[config.mk]
export PLATFORM = sky130hd
export DESIGN_NAME = signal_handshake_bit_sender
export DESIGN_NICKNAME = d
export VERILOG_FILES = /design/src/rtl/core/sbs_pkg.sv /design/src/rtl/core/sbs_step.sv /design/src/rtl/core/signal_handshake_bit_sender.sv
export SDC_FILE = /design/constraint.sdc
export NUM_CORES = 1
export LEC_CHECK = 0
export ABC_CLOCK_PERIOD_IN_PS = 5800
export BUFFER_PORTS_ARGS = -buffer_cell sky130_fd_sc_hd__buf_2
export CORE_UTILIZATION = 26
export CTS_CLUSTER_SIZE = 16
export DETAILED_ROUTE_END_ITERATION = 8
export PLACE_DENSITY = 0.48
export SETUP_SLACK_MARGIN = 0.1
export SLEW_MARGIN = 20
export SYNTH_ARGS = -nofsm -noshare
export SYNTH_HDL_FRONTEND = slang
export SYNTH_SLANG_ARGS = --single-unit
[constraint.sdc]
create_clock -name clk -period 5.8 [get_ports clk]
set_input_delay 1.16 -clock clk [delete_from_list [all_inputs] [get_ports clk]]
set_output_delay 1.16 -clock clk [all_outputs]
set_load 0.005 [all_outputs]
[src/rtl/core/sbs_pkg.sv]
// Package with the shared types and codes of the signal handshake bit sender.
`timescale 1ns / 1ps

package sbs_pkg;

	// Field and counter widths.
	localparam int unsigned TickW = 16;
	localparam int unsigned RetryW = 4;
	localparam int unsigned IdW = 22;
	localparam int unsigned CfgIndexW = 3;

	// Register reset values.
	localparam logic [TickW-1:0] AckTimeoutReset = 16'd500;
	localparam logic [RetryW-1:0] RetryLimitReset = 4'd3;
	localparam logic [TickW-1:0] ConnectIntervalReset = 16'd500;
	localparam logic [TickW-1:0] IdleLimitReset = 16'd2000;
	localparam logic [TickW-1:0] ProbeWaitReset = 16'd500;
	localparam logic [IdW-1:0] PartnerIdReset = 22'd0;

	// Event codes carried by an input item.
	typedef enum logic [1:0] {
		MODE_TICK   = 2'd0,
		MODE_FIRST  = 2'd1,
		MODE_SECOND = 2'd2,
		MODE_SEND   = 2'd3
	} mode_t;

	// Link phases.
	typedef enum logic [2:0] {
		PH_CONNECTING = 3'd0,
		PH_QUEUED     = 3'd1,
		PH_READY      = 3'd2,
		PH_AWAIT      = 3'd3,
		PH_FAILED     = 3'd4
	} phase_t;

	// Configuration register indexes.
	typedef enum logic [CfgIndexW-1:0] {
		REG_ACK_TIMEOUT      = 3'd0,
		REG_RETRY_LIMIT      = 3'd1,
		REG_CONNECT_INTERVAL = 3'd2,
		REG_IDLE_LIMIT       = 3'd3,
		REG_PROBE_WAIT       = 3'd4,
		REG_PARTNER_ID       = 3'd5
	} cfg_reg_t;

	// One input item.
	typedef struct packed {
		logic [1:0] mode;
		logic       bit_value;
	} item_t;

	// One result item.
	typedef struct packed {
		logic           signal_valid;
		logic           signal_kind;
		logic [IdW-1:0] target_id;
		logic [2:0]     phase;
		logic           bit_acked;
		logic           request_refused;
	} result_t;

	// Configuration register set.
	typedef struct packed {
		logic [TickW-1:0]  ack_timeout_ticks;
		logic [RetryW-1:0] retry_limit;
		logic [TickW-1:0]  connect_interval_ticks;
		logic [TickW-1:0]  idle_limit_ticks;
		logic [TickW-1:0]  probe_wait_ticks;
		logic [IdW-1:0]    partner_id;
	} cfg_regs_t;

	// Link state kept between items.
	typedef struct packed {
		phase_t            link_phase;
		logic [TickW-1:0]  tick_count;
		logic [RetryW-1:0] send_count;
		logic              probe_pending;
		logic              held_bit;
	} link_state_t;

endpackage

[src/rtl/core/sbs_step.sv]
// Combinational update of the link state and result for one event.
`timescale 1ns / 1ps

module sbs_step import sbs_pkg::*; (
	input  link_state_t cur,
	input  cfg_regs_t   cfg,
	input  item_t       item,
	output link_state_t nxt,
	output result_t     result
);

	logic [TickW:0] next_cnt;
	logic           refused;
	logic           emit;
	logic           kind;
	logic           acked;

	// Tick count after this tick, one bit wider so that it never wraps.
	assign next_cnt = {1'b0, cur.tick_count} + {{TickW{1'b0}}, 1'b1};

	// A send request outside the ready phase is refused and changes nothing.
	assign refused = (mode_t'(item.mode) == MODE_SEND) && (cur.link_phase != PH_READY);

	// Next state of the link.
	always_comb begin
		nxt = cur;
		if (!refused) begin
			unique case (cur.link_phase)
				PH_CONNECTING: begin
					case (mode_t'(item.mode))
						MODE_TICK: begin
							nxt.tick_count = (next_cnt >= {1'b0, cfg.connect_interval_ticks}) ?
								'0 : next_cnt[TickW-1:0];
						end
						MODE_FIRST: begin
							nxt.link_phase = PH_QUEUED;
							nxt.tick_count = '0;
							nxt.probe_pending = 1'b0;
						end
						default: ;
					endcase
				end
				PH_QUEUED: begin
					if (mode_t'(item.mode) == MODE_TICK) begin
						if (cur.probe_pending) begin
							if (next_cnt >= {1'b0, cfg.probe_wait_ticks}) begin
								nxt.link_phase = PH_FAILED;
							end else begin
								nxt.tick_count = next_cnt[TickW-1:0];
							end
						end else if (next_cnt >= {1'b0, cfg.idle_limit_ticks}) begin
							nxt.probe_pending = 1'b1;
							nxt.tick_count = '0;
						end else begin
							nxt.tick_count = next_cnt[TickW-1:0];
						end
					end else begin
						// Any received signal shows the partner is alive.
						nxt.probe_pending = 1'b0;
						nxt.tick_count = '0;
						if (mode_t'(item.mode) == MODE_SECOND) begin
							nxt.link_phase = PH_READY;
						end
					end
				end
				PH_READY: begin
					if (mode_t'(item.mode) == MODE_SEND) begin
						nxt.held_bit = item.bit_value;
						nxt.send_count = {{(RetryW-1){1'b0}}, 1'b1};
						nxt.tick_count = '0;
						nxt.link_phase = PH_AWAIT;
					end
				end
				PH_AWAIT: begin
					case (mode_t'(item.mode))
						MODE_FIRST: begin
							nxt.tick_count = '0;
							nxt.link_phase = PH_READY;
						end
						MODE_TICK: begin
							if (next_cnt >= {1'b0, cfg.ack_timeout_ticks}) begin
								if (cur.send_count >= cfg.retry_limit) begin
									nxt.link_phase = PH_FAILED;
								end else begin
									nxt.send_count = cur.send_count + {{(RetryW-1){1'b0}}, 1'b1};
									nxt.tick_count = '0;
								end
							end else begin
								nxt.tick_count = next_cnt[TickW-1:0];
							end
						end
						default: ;
					endcase
				end
				default: ;
			endcase
		end
	end

	// Signals emitted and flags raised by this event.
	always_comb begin
		emit = 1'b0;
		kind = 1'b0;
		acked = 1'b0;
		if (!refused) begin
			unique case (cur.link_phase)
				PH_CONNECTING: begin
					emit = (mode_t'(item.mode) == MODE_TICK) && (cur.tick_count == '0);
				end
				PH_QUEUED: begin
					emit = (mode_t'(item.mode) == MODE_TICK) && !cur.probe_pending &&
						(next_cnt >= {1'b0, cfg.idle_limit_ticks});
				end
				PH_READY: begin
					emit = (mode_t'(item.mode) == MODE_SEND);
					kind = item.bit_value;
				end
				PH_AWAIT: begin
					acked = (mode_t'(item.mode) == MODE_FIRST);
					emit = (mode_t'(item.mode) == MODE_TICK) &&
						(next_cnt >= {1'b0, cfg.ack_timeout_ticks}) &&
						(cur.send_count < cfg.retry_limit);
					kind = cur.held_bit;
				end
				default: ;
			endcase
		end
	end

	// Result item.
	always_comb begin
		result.signal_valid = emit;
		result.signal_kind = emit & kind;
		result.target_id = emit ? cfg.partner_id : '0;
		result.phase = nxt.link_phase;
		result.bit_acked = acked;
		result.request_refused = refused;
	end

endmodule

[src/rtl/core/signal_handshake_bit_sender.sv]
// Top level of the signal handshake bit sender: input stage, link state, result register.
// Items pass the input stage, then the result register; the link state update is short logic.
// Throughput: one item per cycle unless the result side stalls; the update is a single pass.
// The next item sees the state left by the one before, so the state register closes the loop.
// Reset clears both stages, puts the link in the connecting phase with zero counters,
// and loads the register reset values; the configuration port is always ready.
`timescale 1ns / 1ps

module signal_handshake_bit_sender import sbs_pkg::*; (
	input  logic                 clk,
	input  logic                 arst_n,
	input  logic                 item_valid,
	output logic                 item_stall,
	input  item_t                item_data,
	output logic                 result_valid,
	input  logic                 result_stall,
	output result_t              result_data,
	input  logic                 cfg_valid,
	output logic                 cfg_ready,
	input  logic [CfgIndexW-1:0] cfg_index,
	input  logic [IdW-1:0]       cfg_wdata
);

	cfg_regs_t   cfg_q;
	link_state_t state_q;
	link_state_t state_nxt;
	result_t     step_result;
	item_t       item_s1;
	logic        valid_s1;
	logic        advance;
	logic        item_take;
	result_t     result_q;
	logic        result_valid_q;

	assign cfg_ready = 1'b1;

	// Configuration register writes.
	always_ff @(posedge clk or negedge arst_n) begin
		if (!arst_n) begin
			cfg_q.ack_timeout_ticks <= AckTimeoutReset;
			cfg_q.retry_limit <= RetryLimitReset;
			cfg_q.connect_interval_ticks <= ConnectIntervalReset;
			cfg_q.idle_limit_ticks <= IdleLimitReset;
			cfg_q.probe_wait_ticks <= ProbeWaitReset;
			cfg_q.partner_id <= PartnerIdReset;
		end else if (cfg_valid && cfg_ready) begin
			case (cfg_reg_t'(cfg_index))
				REG_ACK_TIMEOUT:      cfg_q.ack_timeout_ticks <= cfg_wdata[TickW-1:0];
				REG_RETRY_LIMIT:      cfg_q.retry_limit <= cfg_wdata[RetryW-1:0];
				REG_CONNECT_INTERVAL: cfg_q.connect_interval_ticks <= cfg_wdata[TickW-1:0];
				REG_IDLE_LIMIT:       cfg_q.idle_limit_ticks <= cfg_wdata[TickW-1:0];
				REG_PROBE_WAIT:       cfg_q.probe_wait_ticks <= cfg_wdata[TickW-1:0];
				REG_PARTNER_ID:       cfg_q.partner_id <= cfg_wdata;
				default: ;
			endcase
		end
	end

	// Handshake: the input stage moves on whenever the result register is free or drains.
	assign advance = valid_s1 && (!result_valid_q || !result_stall);
	assign item_stall = valid_s1 && !advance;
	assign item_take = item_valid && !item_stall;

	// Input stage.
	always_ff @(posedge clk or negedge arst_n) begin
		if (!arst_n) begin
			valid_s1 <= 1'b0;
		end else begin
			valid_s1 <= item_take || (valid_s1 && !advance);
		end
	end

	always_ff @(posedge clk) begin
		if (item_take) begin
			item_s1 <= item_data;
		end
	end

	// Link state update for the item in the input stage.
	sbs_step u_step (
		.cur    (state_q),
		.cfg    (cfg_q),
		.item   (item_s1),
		.nxt    (state_nxt),
		.result (step_result)
	);

	always_ff @(posedge clk or negedge arst_n) begin
		if (!arst_n) begin
			state_q.link_phase <= PH_CONNECTING;
			state_q.tick_count <= '0;
			state_q.send_count <= '0;
			state_q.probe_pending <= 1'b0;
			state_q.held_bit <= 1'b0;
		end else if (advance) begin
			state_q <= state_nxt;
		end
	end

	// Result register.
	always_ff @(posedge clk or negedge arst_n) begin
		if (!arst_n) begin
			result_valid_q <= 1'b0;
		end else if (advance) begin
			result_valid_q <= 1'b1;
		end else if (!result_stall) begin
			result_valid_q <= 1'b0;
		end
	end

	always_ff @(posedge clk) begin
		if (advance) begin
			result_q <= step_result;
		end
	end

	assign result_valid = result_valid_q;
	assign result_data = result_q;

	// Failure holds until reset.
	assert property (@(posedge clk) disable iff (!arst_n)
		state_q.link_phase == PH_FAILED |=> state_q.link_phase == PH_FAILED)
		else $error("failed phase was left without reset");

	// A refused request emits nothing and acknowledges nothing.
	assert property (@(posedge clk) disable iff (!arst_n)
		result_valid && result_data.request_refused |->
			!result_data.signal_valid && !result_data.bit_acked)
		else $error("refused request produced a signal or an ack");

	// An acknowledged bit always returns the link to the ready phase.
	assert property (@(posedge clk) disable iff (!arst_n)
		result_valid && result_data.bit_acked |-> result_data.phase == PH_READY)
		else $error("ack without return to ready");

	// The state changes only when an item moves into the result register.
	assert property (@(posedge clk) disable iff (!arst_n)
		!advance |=> $stable(state_q))
		else $error("link state changed without an item");

endmodule

==> Yosys cells after proc, flatten, opt, wreduce, memory -nomap -nowiden <==
Cells that the tools add are included.
{ "op_classes": {"n_addsub": 2, "order_cmp": 6, "n_eq_ne": 22, "n_mux": 34, "bitwise": 3, "n_reduce_logical": 34} }
{ "op_table": {"columns": ["op", "n"], "rows": [
  ["16-bit two-way mux", 5],
  ["19-bit case mux with 4 select lines", 1],
  ["17-bit by 16-bit greater-or-equal comparator with 1-bit output", 4],
  ["19-bit case mux with 2 select lines", 1],
  ["16-bit case mux with 2 select lines", 1],
  ["25-bit two-way mux", 1],
  ["23-bit two-way mux", 1],
  ["20-bit two-way mux", 1],
  ["19-bit two-way mux", 1],
  ["3-bit two-way mux", 6],
  ["16-bit by 1-bit adder with 17-bit output, second input constant", 1],
  ["16-bit logical NOT", 1],
  ["3-bit by 2-bit equality test with 1-bit output, second input constant", 4],
  ["2-bit AND reduction", 6],
  ["1-bit two-way mux", 10],
  ["2-bit by 1-bit inequality test with 1-bit output, second input constant", 5],
  ["1-bit logical AND", 9],
  ["4-bit two-way mux", 2],
  ["4-bit inequality test, second input constant", 2],
  ["4-bit case mux with 2 select lines", 1],
  ["4-bit AND reduction", 2],
  ["8-bit AND reduction", 1],
  ["7-bit AND reduction", 1],
  ["3-bit by 1-bit equality test with 1-bit output, second input constant", 2],
  ["other kinds (20)", 32]
]} }
{ "word_totals": {"regBits": 149, "input_bits": 33, "output_inout_bits": 32, "wordCells": 122} }

==> Depth between registers and ports, before layout <==
{ "logic_depth": {"depth_word": 8, "depth_mapped": 18, "ltp_nobuf": 15} }

==> By module <==
From an unflattened synthesis, not the netlist that was laid out.
{ "hier_totals": {"cells_unflattened": 770, "area_unflattened_um2": 8769.7} }
{ "modules_own_cells": {"columns": ["module", "instances", "cells_each", "area_each_um2", "seq_area_each_um2"], "rows": [
  ["signal_handshake_bit_sender", 1, 288, 5512.8, 3921.3],
  ["sbs_step", 1, 482, 3256.9, 0.0]
]} }

==> Worst setup path after synthesis <==
No wires, ideal clock.
{ "synth_timing": {"path_kind": "register to register", "from": "register state_q[6] (netlist bit)", "to": "register result_q (netlist bit result_data[17]) (data pin)", "setup_time_ps": 131, "arrival_ps": 3683, "required_time_ps": 5669, "setup_slack_ps": 1986, "stages_incl_launch_ff": 17, "path_buffers": 2, "period_less_slack_ps": 3814, "cell_sequence": "dfrtp_1 -> ha_1 -> nand3_1 -> or2_2 -> clkbuf_1 -> nand2b_1 -> xnor2_1 -> ha_1 -> nand4_1 -> or4_1 -> nor3_1 -> nor3_1 -> a21oi_2 -> nand3_2 -> a311oi_4 -> buf_6 -> and2_1"} }
{ "synth_rtl": {"columns": ["element", "line", "source"], "rows": [
  ["from (decl)", "signal_handshake_bit_sender.sv:25", "link_state_t state_q;"],
  ["from (signal assigned)", "signal_handshake_bit_sender.sv:96", "state_q <= state_nxt;"],
  ["to (signal assigned)", "signal_handshake_bit_sender.sv:113", "result_q <= step_result;"],
  ["to (decl)", "signal_handshake_bit_sender.sv:32", "result_t result_q;"]
]} }

==> Final worst setup path <==
{ "layout_timing": {"from": "register state_q[6] (netlist bit)", "to": "register state_q[6] (netlist bit)"} }
{ "layout_via": {"elab_chain_len": 6, "elab_cells_between_ends": 17, "cone_classes": "add/sub (1); order compare (4); eq/ne (2); mux (9); reduce/logical (1)"} }
{ "layout_lines": {"columns": ["element", "line", "source"], "rows": [
  ["16-bit by 1-bit adder with 17-bit output (*)", "sbs_step.sv:19", "assign next_cnt = {1'b0, cur.tick_count} + {{TickW{1'b0}}, 1'b1};"],
  ["17-bit by 16-bit greater-or-equal comparator with 1-bit output", "sbs_step.sv:51", "end else if (next_cnt >= {1'b0, cfg.idle_limit_ticks}) begin"],
  ["16-bit two-way mux", "sbs_step.sv:51", null],
  ["16-bit two-way mux", "sbs_step.sv:45", "if (cur.probe_pending) begin"],
  ["19-bit two-way mux", "sbs_step.sv:44", "if (mode_t'(item.mode) == MODE_TICK) begin"],
  ["19-bit case mux with 4 select lines", "sbs_step.sv:28", "unique case (cur.link_phase)"]
]} }
Mark *: on every way between the ends. The rest lies on a longest branch, timed or not. The select of a mux whose other input is x is not followed.
A chain may end at the register's enable or synchronous reset.

==> metrics.txt <==
count of standard-cell rows=63; Max-cap violations=0; number of synthesized register bits=149; first-pass GRT wire length=32000 um; count of pins on the block boundary=65; signal arrival time at the worst endpoint=5.14 ns; Antenna Nets Post-Route=0; gr usage total=0.135; crit path max-delay cell type=sky130_fd_sc_hd__o221ai_2; largest clock skew in the final design=0.0211 ns; net count after synthesis=approximately 890; vias post-DR=around 5700; cell leakage power=4.18 nW; relative area change from synthesis to final layout=17.4%; clock buffer count from CTS=17; fill cell instance count of the final layout=3119; sinks on the clock net=149; Reg area=roughly 4000 um2; part of the Yosys area used for sequential elements=0.493; relative slew slack=0.360; worst ir drop on vdd=189 uV; CTS HTree Levels=4; WL/cell=15.9 um; number of buffers inserted by post-CTS setup repair=0; DRC violation count after routing=0; Die Area=31300 um2; CP Class=flop to flop; type of element launching the critical path=flop; unrepaired setup endpoints after global routing=false; clock latency reported for the late side of the worst-skew pair=0.43 ns; post-route setup TNS=0 ns; number of input and output port buffers inserted=between 60 and 70; netlist area before placement=approximately 8000 um2; Post-Route WL=19800 um; portion of netlist area occupied by mux cells=0.0623; clock tree from TritonCTS=yes; final HPWL from detailed placement=between 10000 and 15000 um; path class of the lowest-slack min-delay path=flop to flop; Yosys warnings=0; ratio of total power to cell area=359 nW/um2; Final Max Tran Viols=0; number of synthesized flops with an enable pin=32; Netlist cell types=57; Max Fanout on Critical Path=16; hold slack=0.492 ns; Hold Vio Cnt, Final=0; CTS resizes=0; vertical extent of the die=177 um; Compound-Gate Fraction of Synth Area=0.105; most used cell, CP=sky130_fd_sc_hd__ha_1; required arrival time at the worst endpoint=6.16 ns; die width=177 um; capturing element type of the critical path=flop; initial antenna violation count=0; share of cells above drive strength 1=0.218; number of search-and-repair iterations in the first detailed-routing pass=5; post-layout min period=4.78 ns; crit share post-route=0.824; number of instances in the synthesized netlist=778; routability cong.=0.806; final-stage net count=949; status=finished, final reports clean; crit-path cells=ha_1 > nand3_1 > or2_2 > nor2_1 > xor2_1 > ha_1 > a211oi_1 > o21ai_0 > o211a_1 > o41ai_1 > a21oi_2 > o221ai_2 > nor2b_1 > mux2_2; post-synthesis area per instance=10.2 um2; Floorplan Core Area=approximately 30000 um2; number of buffers added to fix hold violations after cts=0; clock root buffer=sky130_fd_sc_hd__clkbuf_16; GRT Residual Overflow=0; Reg clk slew, reported paths=0.07 ns; DR vias/cell=4.57; number of global-route vias before repair=5569; starting density of the core=0.266; 1st-iter DRT viols=358; final setup vio count=0; clk buf depth=2; area of the multi-input gates=3610 um2; top_reg_cell synth=sky130_fd_sc_hd__dfrtp_1; area share of fa/ha/maj cells after synthesis=0.116; Least-Margin Pin Slew=between 0.9 and 1 ns; maximum number of pins on one net before global-route repair=47; main combinational cell family by area after synthesis=simple AND/OR/NAND/NOR gates; Highest Clock Rate=209 MHz; asr flop ratio synth=0.785; final antenna diode count=0; Post-Synth Simple-Gate Area=0.149; xor and xnor fraction of the mapped netlist area=0.0187; Worst path max stage delay=0.64 ns; flop2flop setup slack=approximately 1.0 ns
## stage by stage
step	util	power (mW)	setup slack, ns	std cells	cell area [um2]
floorplan	-	1.95	1.99	778	7950
global placement	0.292	2.20	1.24	1213	8720
detailed placement	0.292	2.21	1.07	1213	8720
CTS	0.312	3.39	1.02	1245	9330
global route	0.312	3.57	0.816	1245	9330
finish	0.312	3.35	1.02	1245	9330
## cells in the final DEF, fill, tap and decap left out, types with 5 or more instances in the layout
cell	instances
sky130_fd_sc_hd__nand3_1	25
sky130_fd_sc_hd__clkbuf_16	17
sky130_fd_sc_hd__mux2_2	44
sky130_fd_sc_hd__and2_1	24
sky130_fd_sc_hd__nor2b_1	8
sky130_fd_sc_hd__a211oi_1	9
sky130_fd_sc_hd__a21oi_1	27
sky130_fd_sc_hd__ha_1	74
sky130_fd_sc_hd__o21ai_0	61
sky130_fd_sc_hd__dfrtp_1	91
sky130_fd_sc_hd__nand4_1	13
sky130_fd_sc_hd__o21ai_1	12
sky130_fd_sc_hd__a31oi_1	5
sky130_fd_sc_hd__dfstp_2	26
sky130_fd_sc_hd__nor3_1	9
sky130_fd_sc_hd__buf_2	62
sky130_fd_sc_hd__edfxtp_1	32
sky130_fd_sc_hd__nor4_1	7
sky130_fd_sc_hd__nand2b_1	6
sky130_fd_sc_hd__nor2_1	25
sky130_fd_sc_hd__buf_4	12
sky130_fd_sc_hd__nand2_1	106
sky130_fd_sc_hd__inv_1	80
sky130_fd_sc_hd__xnor2_1	14
## where the power goes
part	switching (mW)	leakage [nW]	internal, mW	total (mW)
clock	0.512	0.292	0.654	1.17
sequential	0.108	1.72	1.30	1.40
combinational	0.458	2.16	0.320	0.778
total	1.08	4.18	2.27	3.35
## state kept, by name, summed over array words and instances (netlist names)
name          cells
cfg_q            90
result_data      29
state_q          25
item_s1           3
result_valid      1
valid_s1          1
## critical path, delay by kind of cell (launching register included)
kind / cells / cell delay [ns]
AO/OA/AOI/OAI: 6 / 1.88
AND/OR/NAND/NOR: 4 / 1.01
adder cells (fa/ha/maj): 2 / 0.67
flip-flops: 1 / 0.54
XOR/XNOR: 1 / 0.42
multiplexers: 1 / 0.21
## final timing paths
kind / startpoint / to / cells after the start
setup reg to reg: state_q[6] / state_q[6] / 14
max in group asynchronous: arst_n / cfg_q[4] / 2
setup / recovery: state_q[6] / state_q[6] / 14
hold / removal: valid_s1 / result_valid / 1
min in group asynchronous: arst_n / cfg_q[32] / 1
hold reg to reg: valid_s1 / result_valid / 1
## per-layer routing
layer,vias up,global-route usage,share of wire
li1,2810,-,-
met1,2757,0.188,0.50
met2,102,0.208,0.45
met3,18,0.0253,0.026
met4,0,0.0456,0.019
met5,-,0,0
## cells in the mapped netlist (2+ instances only)
| library cell | number | area share |
|---|---|---|
| sky130_fd_sc_hd__ha_1 | 74 | 0.12 |
| sky130_fd_sc_hd__a211oi_1 | 9 | 0.0085 |
| sky130_fd_sc_hd__o21a_1 | 4 | 0.0038 |
| sky130_fd_sc_hd__nor3_1 | 10 | 0.0063 |
| sky130_fd_sc_hd__nor4b_1 | 2 | 0.0022 |
| sky130_fd_sc_hd__nor2b_1 | 8 | 0.0063 |
| sky130_fd_sc_hd__nand3_1 | 25 | 0.016 |
| sky130_fd_sc_hd__mux2_2 | 44 | 0.062 |
| sky130_fd_sc_hd__nor4_1 | 7 | 0.0055 |
| sky130_fd_sc_hd__inv_1 | 80 | 0.038 |
| sky130_fd_sc_hd__nor3b_1 | 3 | 0.0028 |
| sky130_fd_sc_hd__buf_6 | 2 | 0.0028 |
| sky130_fd_sc_hd__xor2_1 | 3 | 0.0033 |
| sky130_fd_sc_hd__a21oi_1 | 27 | 0.017 |
| sky130_fd_sc_hd__and3_1 | 3 | 0.0024 |
| sky130_fd_sc_hd__edfxtp_1 | 32 | 0.12 |
| sky130_fd_sc_hd__or4_1 | 2 | 0.0019 |
| sky130_fd_sc_hd__and4b_1 | 2 | 0.0025 |
| sky130_fd_sc_hd__a2111oi_0 | 2 | 0.0022 |
| sky130_fd_sc_hd__nor2_1 | 26 | 0.012 |
| sky130_fd_sc_hd__xnor2_1 | 14 | 0.015 |
| sky130_fd_sc_hd__buf_2 | 6 | 0.0038 |
| sky130_fd_sc_hd__o21ai_0 | 61 | 0.038 |
| sky130_fd_sc_hd__nand2b_1 | 6 | 0.0047 |
| sky130_fd_sc_hd__and2_1 | 24 | 0.019 |
| sky130_fd_sc_hd__a31oi_1 | 5 | 0.0039 |
| sky130_fd_sc_hd__clkbuf_1 | 18 | 0.0085 |
| sky130_fd_sc_hd__or2_2 | 2 | 0.0016 |
| sky130_fd_sc_hd__buf_1 | 2 | 0.00094 |
| sky130_fd_sc_hd__nand2_1 | 106 | 0.050 |
| sky130_fd_sc_hd__dfstp_2 | 26 | 0.086 |
| sky130_fd_sc_hd__nand4_1 | 13 | 0.010 |
| sky130_fd_sc_hd__o21ai_1 | 12 | 0.0076 |
| sky130_fd_sc_hd__a21o_1 | 4 | 0.0038 |
| sky130_fd_sc_hd__a22o_1 | 2 | 0.0022 |
| sky130_fd_sc_hd__dfrtp_1 | 91 | 0.29 |
## cell families (layout without fill, tap and decap cells)
| logic type | after synthesis | in the layout |
|---|---|---|
| simple gates | 244 | 244 |
| flops | 149 | 149 |
| compound gates | 140 | 140 |
| buf+inv | 109 | 186 |
| fa+ha+maj | 74 | 74 |
| mux | 44 | 44 |
| xor+xnor | 17 | 17 |
| other cells | 1 | 1 |
## final cells by class
class,count,share of cell area
Sequential cell,149,0.420
Multi-Input combinational cell,520,0.387
Tap cell,390,0.0523
Clock buffer,17,0.0456
Timing Repair Buffer,74,0.0429
Inverter,80,0.0322
Clock inverter,15,0.0202
Note: power is estimated with default switching activity, not from simulation.
